===== config.mk =====
export PLATFORM = sky130hd
export DESIGN_NAME = radar_frame_parser_core
export DESIGN_NICKNAME = d
export VERILOG_FILES = /design/src/sv/rfp_pkg.sv /design/src/sv/rfp_ram.sv /design/src/sv/rfp_cmd_fifo.sv /design/src/sv/rfp_front.sv /design/src/sv/rfp_back.sv /design/src/sv/radar_frame_parser_core.sv
export SDC_FILE = /design/constraint.sdc
export NUM_CORES = 2
export LEC_CHECK = 0
export ABC_CLOCK_PERIOD_IN_PS = 7100
export BUFFER_PORTS_ARGS = -buffer_cell sky130_fd_sc_hd__buf_2
export CORE_ASPECT_RATIO = 0.75
export CORE_MARGIN = 2
export CORE_UTILIZATION = 56
export CTS_CLUSTER_SIZE = 30
export DETAILED_ROUTE_END_ITERATION = 16
export HOLD_SLACK_MARGIN = 0.03
export PLACE_DENSITY = 0.75
export SLEW_MARGIN = 30
export SYNTH_ARGS = -nofsm -noshare
export SYNTH_HDL_FRONTEND = slang
export SYNTH_HIERARCHICAL = 1
export SYNTH_SLANG_ARGS = --single-unit

===== constraint.sdc =====
create_clock -name clk -period 7.1 [get_ports clk]
set_input_delay 0 -clock clk [delete_from_list [all_inputs] [get_ports clk]]
set_output_delay 0 -clock clk [all_outputs]
set_load 0.01 [all_outputs]

===== src/sv/rfp_pkg.sv =====
// Shared constants, codes and types of the frame parser.
`timescale 1ns / 1ps
package rfp_pkg;

  localparam int MAX_PAYLOAD  = 64;
  localparam int HEADER_BYTES = 8;
  localparam int POS_W        = 7;
  localparam int IDX_W        = $clog2(MAX_PAYLOAD);
  localparam int RAM_DEPTH    = 2 * MAX_PAYLOAD;
  localparam int RAM_AW       = $clog2(RAM_DEPTH);
  localparam int CMD_DEPTH    = 2;
  localparam int M_TDATA_W    = 96;
  localparam int M_TUSER_W    = 3;

  localparam logic [1:0] ST_GOOD     = 2'd0;
  localparam logic [1:0] ST_HDR_CSUM = 2'd1;
  localparam logic [1:0] ST_LEN_BIG  = 2'd2;
  localparam logic [1:0] ST_DAT_CSUM = 2'd3;

  // One finished frame, handed from the parser to the readout side.
  typedef struct packed {
    logic [1:0]  status;
    logic [15:0] frame_type;
    logic [6:0]  plen;
    logic        has_data;
    logic        bank;
    logic [6:0]  cnt;
    logic [31:0] good;
    logic [31:0] bad;
  } cmd_t;

  // Readout side gives a payload bank back to the parser.
  typedef struct packed {
    logic valid;
    logic bank;
  } rel_t;

endpackage


===== src/sv/rfp_ram.sv =====
// Generic single-write, single-read RAM with registered read data.
`timescale 1ns / 1ps
module rfp_ram #(
  parameter int WIDTH = 8,
  parameter int DEPTH = 128
) (
  input  logic                     clk,
  input  logic                     we,
  input  logic [$clog2(DEPTH)-1:0] waddr,
  input  logic [WIDTH-1:0]         wdata,
  input  logic [$clog2(DEPTH)-1:0] raddr,
  output logic [WIDTH-1:0]         rdata
);

  logic [WIDTH-1:0] mem [DEPTH];

  always_ff @(posedge clk) begin
    if (we) begin
      mem[waddr] <= wdata;
    end
    rdata <= mem[raddr];
  end

endmodule


===== src/sv/rfp_cmd_fifo.sv =====
// Short queue of finished-frame commands between parser and readout.
`timescale 1ns / 1ps
module rfp_cmd_fifo (
  input  logic          clk,
  input  logic          rst,
  input  logic          push,
  input  rfp_pkg::cmd_t push_cmd,
  input  logic          pop,
  output rfp_pkg::cmd_t head,
  output logic          full,
  output logic          empty
);
  import rfp_pkg::*;

  localparam int PW = $clog2(CMD_DEPTH);
  localparam int CW = $clog2(CMD_DEPTH + 1);

  cmd_t          mem [CMD_DEPTH];
  logic [PW-1:0] wr_ptr;
  logic [PW-1:0] rd_ptr;
  logic [CW-1:0] count;

  assign full  = (count == CW'(CMD_DEPTH));
  assign empty = (count == '0);
  assign head  = mem[rd_ptr];

  always_ff @(posedge clk) begin
    if (push) begin
      mem[wr_ptr] <= push_cmd;
    end
  end

  always_ff @(posedge clk) begin
    if (rst) begin
      wr_ptr <= '0;
      rd_ptr <= '0;
      count  <= '0;
    end else begin
      if (push) begin
        wr_ptr <= (wr_ptr == PW'(CMD_DEPTH - 1)) ? '0 : wr_ptr + PW'(1);
      end
      if (pop) begin
        rd_ptr <= (rd_ptr == PW'(CMD_DEPTH - 1)) ? '0 : rd_ptr + PW'(1);
      end
      if (push && !pop) begin
        count <= count + CW'(1);
      end else if (pop && !push) begin
        count <= count - CW'(1);
      end
    end
  end

endmodule


===== src/sv/rfp_front.sv =====
// Frame parser: hunts, checks the header, stores the payload, queues results.
`timescale 1ns / 1ps
module rfp_front (
  input  logic                         clk,
  input  logic                         rst,
  input  logic                         cfg_valid,
  output logic                         cfg_ready,
  input  logic [7:0]                   cfg_data,
  input  logic                         s_tvalid,
  output logic                         s_tready,
  input  logic [7:0]                   s_tdata,
  input  logic                         fifo_full,
  output logic                         push,
  output rfp_pkg::cmd_t                push_cmd,
  output logic                         ram_we,
  output logic [rfp_pkg::RAM_AW-1:0]   ram_waddr,
  output logic [7:0]                   ram_wdata,
  input  rfp_pkg::rel_t                rel
);
  import rfp_pkg::*;

  typedef enum logic [3:0] {
    PH_HUNT = 4'b0001,
    PH_HEAD = 4'b0010,
    PH_DATA = 4'b0100,
    PH_CSUM = 4'b1000
  } phase_t;

  phase_t            phase, phase_next;
  logic [POS_W-1:0]  pos, pos_next;
  logic [7:0]        hxor, hxor_next;
  logic [7:0]        dxor, dxor_next;
  logic [15:0]       length_reg, length_reg_next;
  logic [15:0]       type_reg, type_reg_next;
  logic [31:0]       good_count, good_count_next;
  logic [31:0]       bad_count, bad_count_next;
  logic              wr_bank, wr_bank_next;
  logic [1:0]        busy, busy_next;
  logic [7:0]        start_byte;

  logic              accept;
  logic              hdr_last;
  logic [POS_W-1:0]  pos_inc;
  logic              claim_bank;

  assign cfg_ready = 1'b1;
  assign hdr_last  = (pos == POS_W'(HEADER_BYTES - 1));
  assign pos_inc   = pos + POS_W'(1);

  // Hold off a payload byte while its bank is still being read out, and the last
  // header byte or the checksum byte while the queue has no room for a result.
  assign s_tready = !((phase == PH_DATA) && busy[wr_bank]) &&
                    !(fifo_full && (((phase == PH_HEAD) && hdr_last) || (phase == PH_CSUM)));
  assign accept   = s_tvalid && s_tready;

  assign ram_waddr = {wr_bank, pos[IDX_W-1:0]};
  assign ram_wdata = s_tdata;

  always_comb begin
    phase_next      = phase;
    pos_next        = pos;
    hxor_next       = hxor;
    dxor_next       = dxor;
    length_reg_next = length_reg;
    type_reg_next   = type_reg;
    good_count_next = good_count;
    bad_count_next  = bad_count;
    wr_bank_next    = wr_bank;
    claim_bank      = 1'b0;
    push            = 1'b0;
    ram_we          = 1'b0;

    push_cmd.status     = ST_GOOD;
    push_cmd.frame_type = type_reg;
    push_cmd.plen       = (length_reg > 16'd127) ? 7'd127 : length_reg[6:0];
    push_cmd.has_data   = 1'b0;
    push_cmd.bank       = wr_bank;
    push_cmd.cnt        = length_reg[6:0];
    push_cmd.good       = good_count;
    push_cmd.bad        = bad_count;

    unique case (phase)
      PH_HUNT: begin
        if (accept && (s_tdata == start_byte)) begin
          hxor_next       = s_tdata;
          pos_next        = POS_W'(1);
          length_reg_next = '0;
          type_reg_next   = '0;
          phase_next      = PH_HEAD;
        end
      end
      PH_HEAD: begin
        if (accept) begin
          if (!hdr_last) begin
            hxor_next = hxor ^ s_tdata;
            case (pos)
              POS_W'(3): length_reg_next[15:8] = s_tdata;
              POS_W'(4): length_reg_next[7:0]  = s_tdata;
              POS_W'(5): type_reg_next[15:8]   = s_tdata;
              POS_W'(6): type_reg_next[7:0]    = s_tdata;
              default:   ;
            endcase
            pos_next = pos_inc;
          end else begin
            phase_next = PH_HUNT;
            if (~hxor != s_tdata) begin
              bad_count_next  = bad_count + 32'd1;
              push            = 1'b1;
              push_cmd.status = ST_HDR_CSUM;
              push_cmd.bad    = bad_count + 32'd1;
            end else if (length_reg > 16'(MAX_PAYLOAD)) begin
              bad_count_next  = bad_count + 32'd1;
              push            = 1'b1;
              push_cmd.status = ST_LEN_BIG;
              push_cmd.bad    = bad_count + 32'd1;
            end else begin
              dxor_next  = '0;
              pos_next   = '0;
              phase_next = (length_reg == '0) ? PH_CSUM : PH_DATA;
            end
          end
        end
      end
      PH_DATA: begin
        if (accept) begin
          ram_we    = 1'b1;
          dxor_next = dxor ^ s_tdata;
          pos_next  = pos_inc;
          if ({9'd0, pos_inc} >= length_reg) begin
            phase_next = PH_CSUM;
          end
        end
      end
      PH_CSUM: begin
        if (accept) begin
          phase_next = PH_HUNT;
          push       = 1'b1;
          if (~dxor != s_tdata) begin
            bad_count_next  = bad_count + 32'd1;
            push_cmd.status = ST_DAT_CSUM;
            push_cmd.bad    = bad_count + 32'd1;
          end else begin
            good_count_next   = good_count + 32'd1;
            push_cmd.good     = good_count + 32'd1;
            push_cmd.has_data = (length_reg != '0);
            if (length_reg != '0) begin
              claim_bank   = 1'b1;
              wr_bank_next = ~wr_bank;
            end
          end
        end
      end
      default: begin
        phase_next = PH_HUNT;
      end
    endcase

    busy_next = busy;
    if (rel.valid) begin
      busy_next[rel.bank] = 1'b0;
    end
    if (claim_bank) begin
      busy_next[wr_bank] = 1'b1;
    end
  end

  always_ff @(posedge clk) begin
    if (rst) begin
      phase      <= PH_HUNT;
      pos        <= '0;
      hxor       <= '0;
      dxor       <= '0;
      length_reg <= '0;
      type_reg   <= '0;
      good_count <= '0;
      bad_count  <= '0;
      wr_bank    <= 1'b0;
      busy       <= '0;
      start_byte <= 8'd1;
    end else begin
      phase      <= phase_next;
      pos        <= pos_next;
      hxor       <= hxor_next;
      dxor       <= dxor_next;
      length_reg <= length_reg_next;
      type_reg   <= type_reg_next;
      good_count <= good_count_next;
      bad_count  <= bad_count_next;
      wr_bank    <= wr_bank_next;
      busy       <= busy_next;
      if (cfg_valid) begin
        start_byte <= cfg_data;
      end
    end
  end

endmodule


===== src/sv/rfp_back.sv =====
// Readout: turns queued frame commands into status items or payload byte items.
`timescale 1ns / 1ps
module rfp_back (
  input  logic                          clk,
  input  logic                          rst,
  input  logic                          fifo_empty,
  input  rfp_pkg::cmd_t                 head,
  output logic                          pop,
  output logic [rfp_pkg::RAM_AW-1:0]    ram_raddr,
  input  logic [7:0]                    ram_rdata,
  output logic                          m_tvalid,
  input  logic                          m_tready,
  output logic [rfp_pkg::M_TDATA_W-1:0] m_tdata,
  output logic [rfp_pkg::M_TUSER_W-1:0] m_tuser,
  output logic                          m_tlast,
  output rfp_pkg::rel_t                 rel
);
  import rfp_pkg::*;

  typedef enum logic [2:0] {
    BK_IDLE  = 3'b001,
    BK_FETCH = 3'b010,
    BK_SHOW  = 3'b100
  } bk_state_t;

  bk_state_t        state;
  cmd_t             cur;
  logic [IDX_W-1:0] idx;
  logic [7:0]       o_byte;
  logic             o_bval;
  logic             o_last;
  logic             is_last_byte;
  logic             take;

  assign pop          = (state == BK_IDLE) && !fifo_empty;
  assign take         = (state == BK_SHOW) && m_tready;
  assign is_last_byte = (({1'b0, idx} + 7'd1) == cur.cnt);
  assign ram_raddr    = (state == BK_IDLE) ? {head.bank, {IDX_W{1'b0}}}
                                           : {cur.bank, idx + IDX_W'(1)};

  assign rel.valid = take && o_last && cur.has_data;
  assign rel.bank  = cur.bank;

  assign m_tvalid = (state == BK_SHOW);
  assign m_tlast  = o_last;
  assign m_tuser  = {o_bval, cur.status};
  assign m_tdata  = {1'b0, cur.bad, cur.good, o_byte, cur.plen, cur.frame_type};

  always_ff @(posedge clk) begin
    if (rst) begin
      state <= BK_IDLE;
    end else begin
      unique case (state)
        BK_IDLE: begin
          if (pop) begin
            state <= head.has_data ? BK_FETCH : BK_SHOW;
          end
        end
        BK_FETCH: begin
          state <= BK_SHOW;
        end
        BK_SHOW: begin
          if (take) begin
            state <= o_last ? BK_IDLE : BK_FETCH;
          end
        end
        default: begin
          state <= BK_IDLE;
        end
      endcase
    end
  end

  always_ff @(posedge clk) begin
    if (pop) begin
      cur    <= head;
      idx    <= '0;
      o_byte <= '0;
      o_bval <= 1'b0;
      o_last <= 1'b1;
    end else if (state == BK_FETCH) begin
      o_byte <= ram_rdata;
      o_bval <= 1'b1;
      o_last <= is_last_byte;
    end else if (take && !o_last) begin
      idx <= idx + IDX_W'(1);
    end
  end

endmodule


===== src/sv/radar_frame_parser_core.sv =====
// Top level of the byte-stream frame parser with inverted-XOR header and data checksums.
// A status item passes the command queue and the readout state register after the byte
// that closes its frame; the first payload item also waits for the registered RAM read.
// The parser takes one byte per cycle while s_tready is high; each payload item passes
// BK_FETCH for the registered RAM read, and the next byte is read only after it is taken.
// Reset: synchronous rst clears parser state, counters, queue and start byte (to 1);
// the payload RAM keeps its contents and needs no clearing.
`timescale 1ns / 1ps
module radar_frame_parser_core (
  input  logic                          clk,
  input  logic                          rst,
  // Configuration: start-of-frame byte value.
  input  logic                          cfg_valid,
  output logic                          cfg_ready,
  input  logic [7:0]                    cfg_data,
  // Received bytes in.
  input  logic                          s_tvalid,
  output logic                          s_tready,
  input  logic [7:0]                    s_tdata,   // [7:0] rx_byte
  // Result items out.
  output logic                          m_tvalid,
  input  logic                          m_tready,
  // [15:0] frame_type, [22:16] payload_len, [30:23] payload_byte,
  // [62:31] good_frames, [94:63] bad_frames, [95] zero
  output logic [rfp_pkg::M_TDATA_W-1:0] m_tdata,
  // [1:0] status, [2] byte_valid
  output logic [rfp_pkg::M_TUSER_W-1:0] m_tuser,
  output logic                          m_tlast
);
  import rfp_pkg::*;

  // The parser (front) and the readout (back) meet at a two-entry command
  // queue. The payload RAM holds two banks of MAX_PAYLOAD bytes, so the parser
  // can fill one frame while the readout still streams out the previous one.
  // A bank is claimed when a good frame with payload is queued and given back
  // when its last byte item has been taken.

  logic              push;
  cmd_t              push_cmd;
  logic              pop;
  cmd_t              head;
  logic              fifo_full;
  logic              fifo_empty;
  logic              ram_we;
  logic [RAM_AW-1:0] ram_waddr;
  logic [7:0]        ram_wdata;
  logic [RAM_AW-1:0] ram_raddr;
  logic [7:0]        ram_rdata;
  rel_t              rel;

  rfp_front u_front (
    .clk       (clk),
    .rst       (rst),
    .cfg_valid (cfg_valid),
    .cfg_ready (cfg_ready),
    .cfg_data  (cfg_data),
    .s_tvalid  (s_tvalid),
    .s_tready  (s_tready),
    .s_tdata   (s_tdata),
    .fifo_full (fifo_full),
    .push      (push),
    .push_cmd  (push_cmd),
    .ram_we    (ram_we),
    .ram_waddr (ram_waddr),
    .ram_wdata (ram_wdata),
    .rel       (rel)
  );

  rfp_cmd_fifo u_fifo (
    .clk      (clk),
    .rst      (rst),
    .push     (push),
    .push_cmd (push_cmd),
    .pop      (pop),
    .head     (head),
    .full     (fifo_full),
    .empty    (fifo_empty)
  );

  rfp_ram #(
    .WIDTH (8),
    .DEPTH (RAM_DEPTH)
  ) u_ram (
    .clk   (clk),
    .we    (ram_we),
    .waddr (ram_waddr),
    .wdata (ram_wdata),
    .raddr (ram_raddr),
    .rdata (ram_rdata)
  );

  rfp_back u_back (
    .clk        (clk),
    .rst        (rst),
    .fifo_empty (fifo_empty),
    .head       (head),
    .pop        (pop),
    .ram_raddr  (ram_raddr),
    .ram_rdata  (ram_rdata),
    .m_tvalid   (m_tvalid),
    .m_tready   (m_tready),
    .m_tdata    (m_tdata),
    .m_tuser    (m_tuser),
    .m_tlast    (m_tlast),
    .rel        (rel)
  );

endmodule


==> impl_metrics.tcl <==
set metrics [dict create \
    outcome "completed" \
    nFillCells 7132 \
    ys_warn_count 6 \
    synth.distinct_cells 83 \
    cp-start-kind "register" \
    synthToLayoutAreaGrowth_pct 10.5 \
    viasPerCell 6.46 \
    fin_util 0.625 \
    p_int_mw 15.5 \
    regMostFlops "u_ram/mem" \
    power.leakage_nw 20.7 \
    final_cell_mix "edfxtp_1, mux4_2, nor2_1" \
    finalPower_mw 20.4 \
    drv_slew 0 \
    hold_depth 4 \
    coreArea_sq_mm 0.105 \
    ys.flop_type "edfxtp_1" \
    required_ns 7.48 \
    crit_arrival_ns 5.28 \
    synthArstFlopShare 0 \
    end_kind "register" \
    clock.fmax_mhz 204 \
    antenna_left 0 \
    start_util 0.566 \
    diodes 0 \
    clockBufferDepth 3 \
    syn_area_sq_mm 0.0596 \
    combPwrFrac 0.152 \
    sequentialPowerShare 0.487 \
    cp_max_fo 26 \
    clk_pin_slew_ns 0.07 \
    antenna_found_initial 1 \
    synth_edf_count 1318 \
    rows 103 \
    drt_first_pass_iters 7 \
    setup_tns_ns 0 \
    p_sw_mw 4.94 \
    gp_congestion 0.870 \
    routed-via-count 31011 \
    worstSetupPathType "reg -> reg" \
    largest_reg_flops 1024 \
    ys_seq_area_frac 0.720 \
    setup_viol 0 \
    relSlewSlack 0.320 \
    dp_hpwl_microns 82500 \
    die_height_microns 287 \
    fin_cells 4799 \
    rr_worst_depth 10 \
    htree_levels 4 \
    worstHoldPathType "in -> reg" \
    clk_latency_ns 0.78 \
    cts.sinks 1484 \
    clkPwrFrac 0.361 \
    fin_crit_sh 0.690 \
    first_iter_violations 4519 \
    drive_gt1_frac 0.258 \
    vdd_drop_max_uv 271 \
    cts_root_buf "clkbuf_16" \
    layout_commonest_cell "edfxtp_1" \
    avgSynthCellArea_sq_um 18.6 \
    finalHoldViolCount 0 \
    r2r_slack_ns 2.20 \
    ys_ff_latch 1484 \
    finClkSkew_ns 0.0345 \
    io_pins 124 \
    port_buffers 121 \
    rsz0062_at_grt "no" \
    die_area_sq_mm 0.109 \
    wire_per_inst_microns 28.5 \
    grt_max_degree 157 \
    synthCells 3214 \
    max_cap_violations 0 \
    routed_wl_microns 137000 \
    grt_overflow 0 \
    postSynthNetCount 3250 \
    die_w_microns 381 \
    power.density_mw_per_mm2 310 \
    dp.cells 4506 \
    grt_pass1_vias 30479 \
    cts_tree "built" \
    drc 0 \
    min_period_ns 4.90 \
    fin_nets 3307 \
    numCtsBuffers 140 \
    globalRouteTotalUtil 0.251 \
    grt_pass1_wl_microns 202000 \
    tightestPinTransition_ns 1.02 \
    switching_share 0.242 \
    fin_hold_ws_ns 0.237 \
]
==> cell usage after synthesis (56+ instances only) <==
master / count / area (sq um)
edfxtp_1: 1318 / 39600
mux4_2: 336 / 7570
nor2_1: 217 / 815
dfxtp_1: 166 / 3320
buf_4: 134 / 1010
nand2_1: 98 / 368
mux2_2: 88 / 991
clkbuf_1: 73 / 274
nand3_1: 69 / 345
a21oi_1: 60 / 300
mux2i_1: 57 / 571
xnor2_1: 56 / 490
==> worst max-delay path, stage by stage (launching register included) <==
cell	delay, ns
dfxtp_1	0.30
buf_4	0.24
ha_1	0.30
and2_0	0.29
a31o_2	0.31
a21o_1	0.43
nor2_2	0.63
nor2b_1	0.42
nand3_1	0.46
buf_4	0.40
nor2_1	0.71
==> layout make-up <==
cell class              instances  area, sq um  area share
multi-input cells            1424        15100       0.230
inverters                      19         71.3     0.00108
clock buffers                 184         3750      0.0569
repair buffers                202         1510      0.0229
clock inverters                69          728      0.0111
well taps                    1417         1770      0.0269
flip-flops and latches       1484        42900       0.651
==> power by group through the flow <==
| stage | Combinational (mW) | Clock (mW) | Sequential, mW |
|---|---|---|---|
| final | 3.09 | 7.37 | 9.94 |
| after global routing | 3.28 | 7.84 | 9.95 |
| after CTS | 3.09 | 7.51 | 9.94 |
| after detailed placement | 3.05 | 0 | 10.1 |
| after global placement | 2.99 | 0 | 10.1 |
| after floorplan | 2.40 | 0 | 10.1 |
==> worst paths after layout <==
kind / start / end
worst min register to register: u_ram/rdata[5] / u_back/o_byte[5]
worst max register to register: u_front/pos[0] / u_ram/mem[62][1]
worst max-delay path: u_front/pos[0] / u_ram/mem[62][1]
worst min-delay path: cfg_valid / u_front/start_byte[7]
==> logic make-up after synthesis <==
family,count (synthesis),share of synthesized area
DFF,1484,0.720
xor gates and xnor gates,96,0.0141
buffers and inverters,306,0.0296
muxes,505,0.159
and+or+nand+nor,638,0.0552
AOI/OAI and AO/OA,168,0.0195
other,2,0.000126
adders and majority gates,15,0.00315
==> metal layers <==
metal / vias to the layer above / share of wire / GRT usage
li1: 12772 / - / -
met1: 16228 / 0.41 / 0.384
met2: 1804 / 0.46 / 0.371
met3: 207 / 0.11 / 0.0503
met4: 0 / 0.022 / 0.0720
met5: - / 0 / 0
==> repair_timing <==
| item | in CTS | in global routing |
|---|---|---|
| resized for setup | 0 | 0 |
| buffers inserted | 0 | 0 |
| hold endpoints to repair | 474 | 0 |
| hold buffers | 36 | 0 |
==> metrics by stage <==
step,cell area (sq um),worst slack (ns)
floorplan,59600,0.209
global placement,60800,2.22
detailed placement,60900,2.35
CTS,65700,2.35
global route,65900,2.06
finish,65900,2.20
No activity file was read; power rests on OpenSTA's default activity.
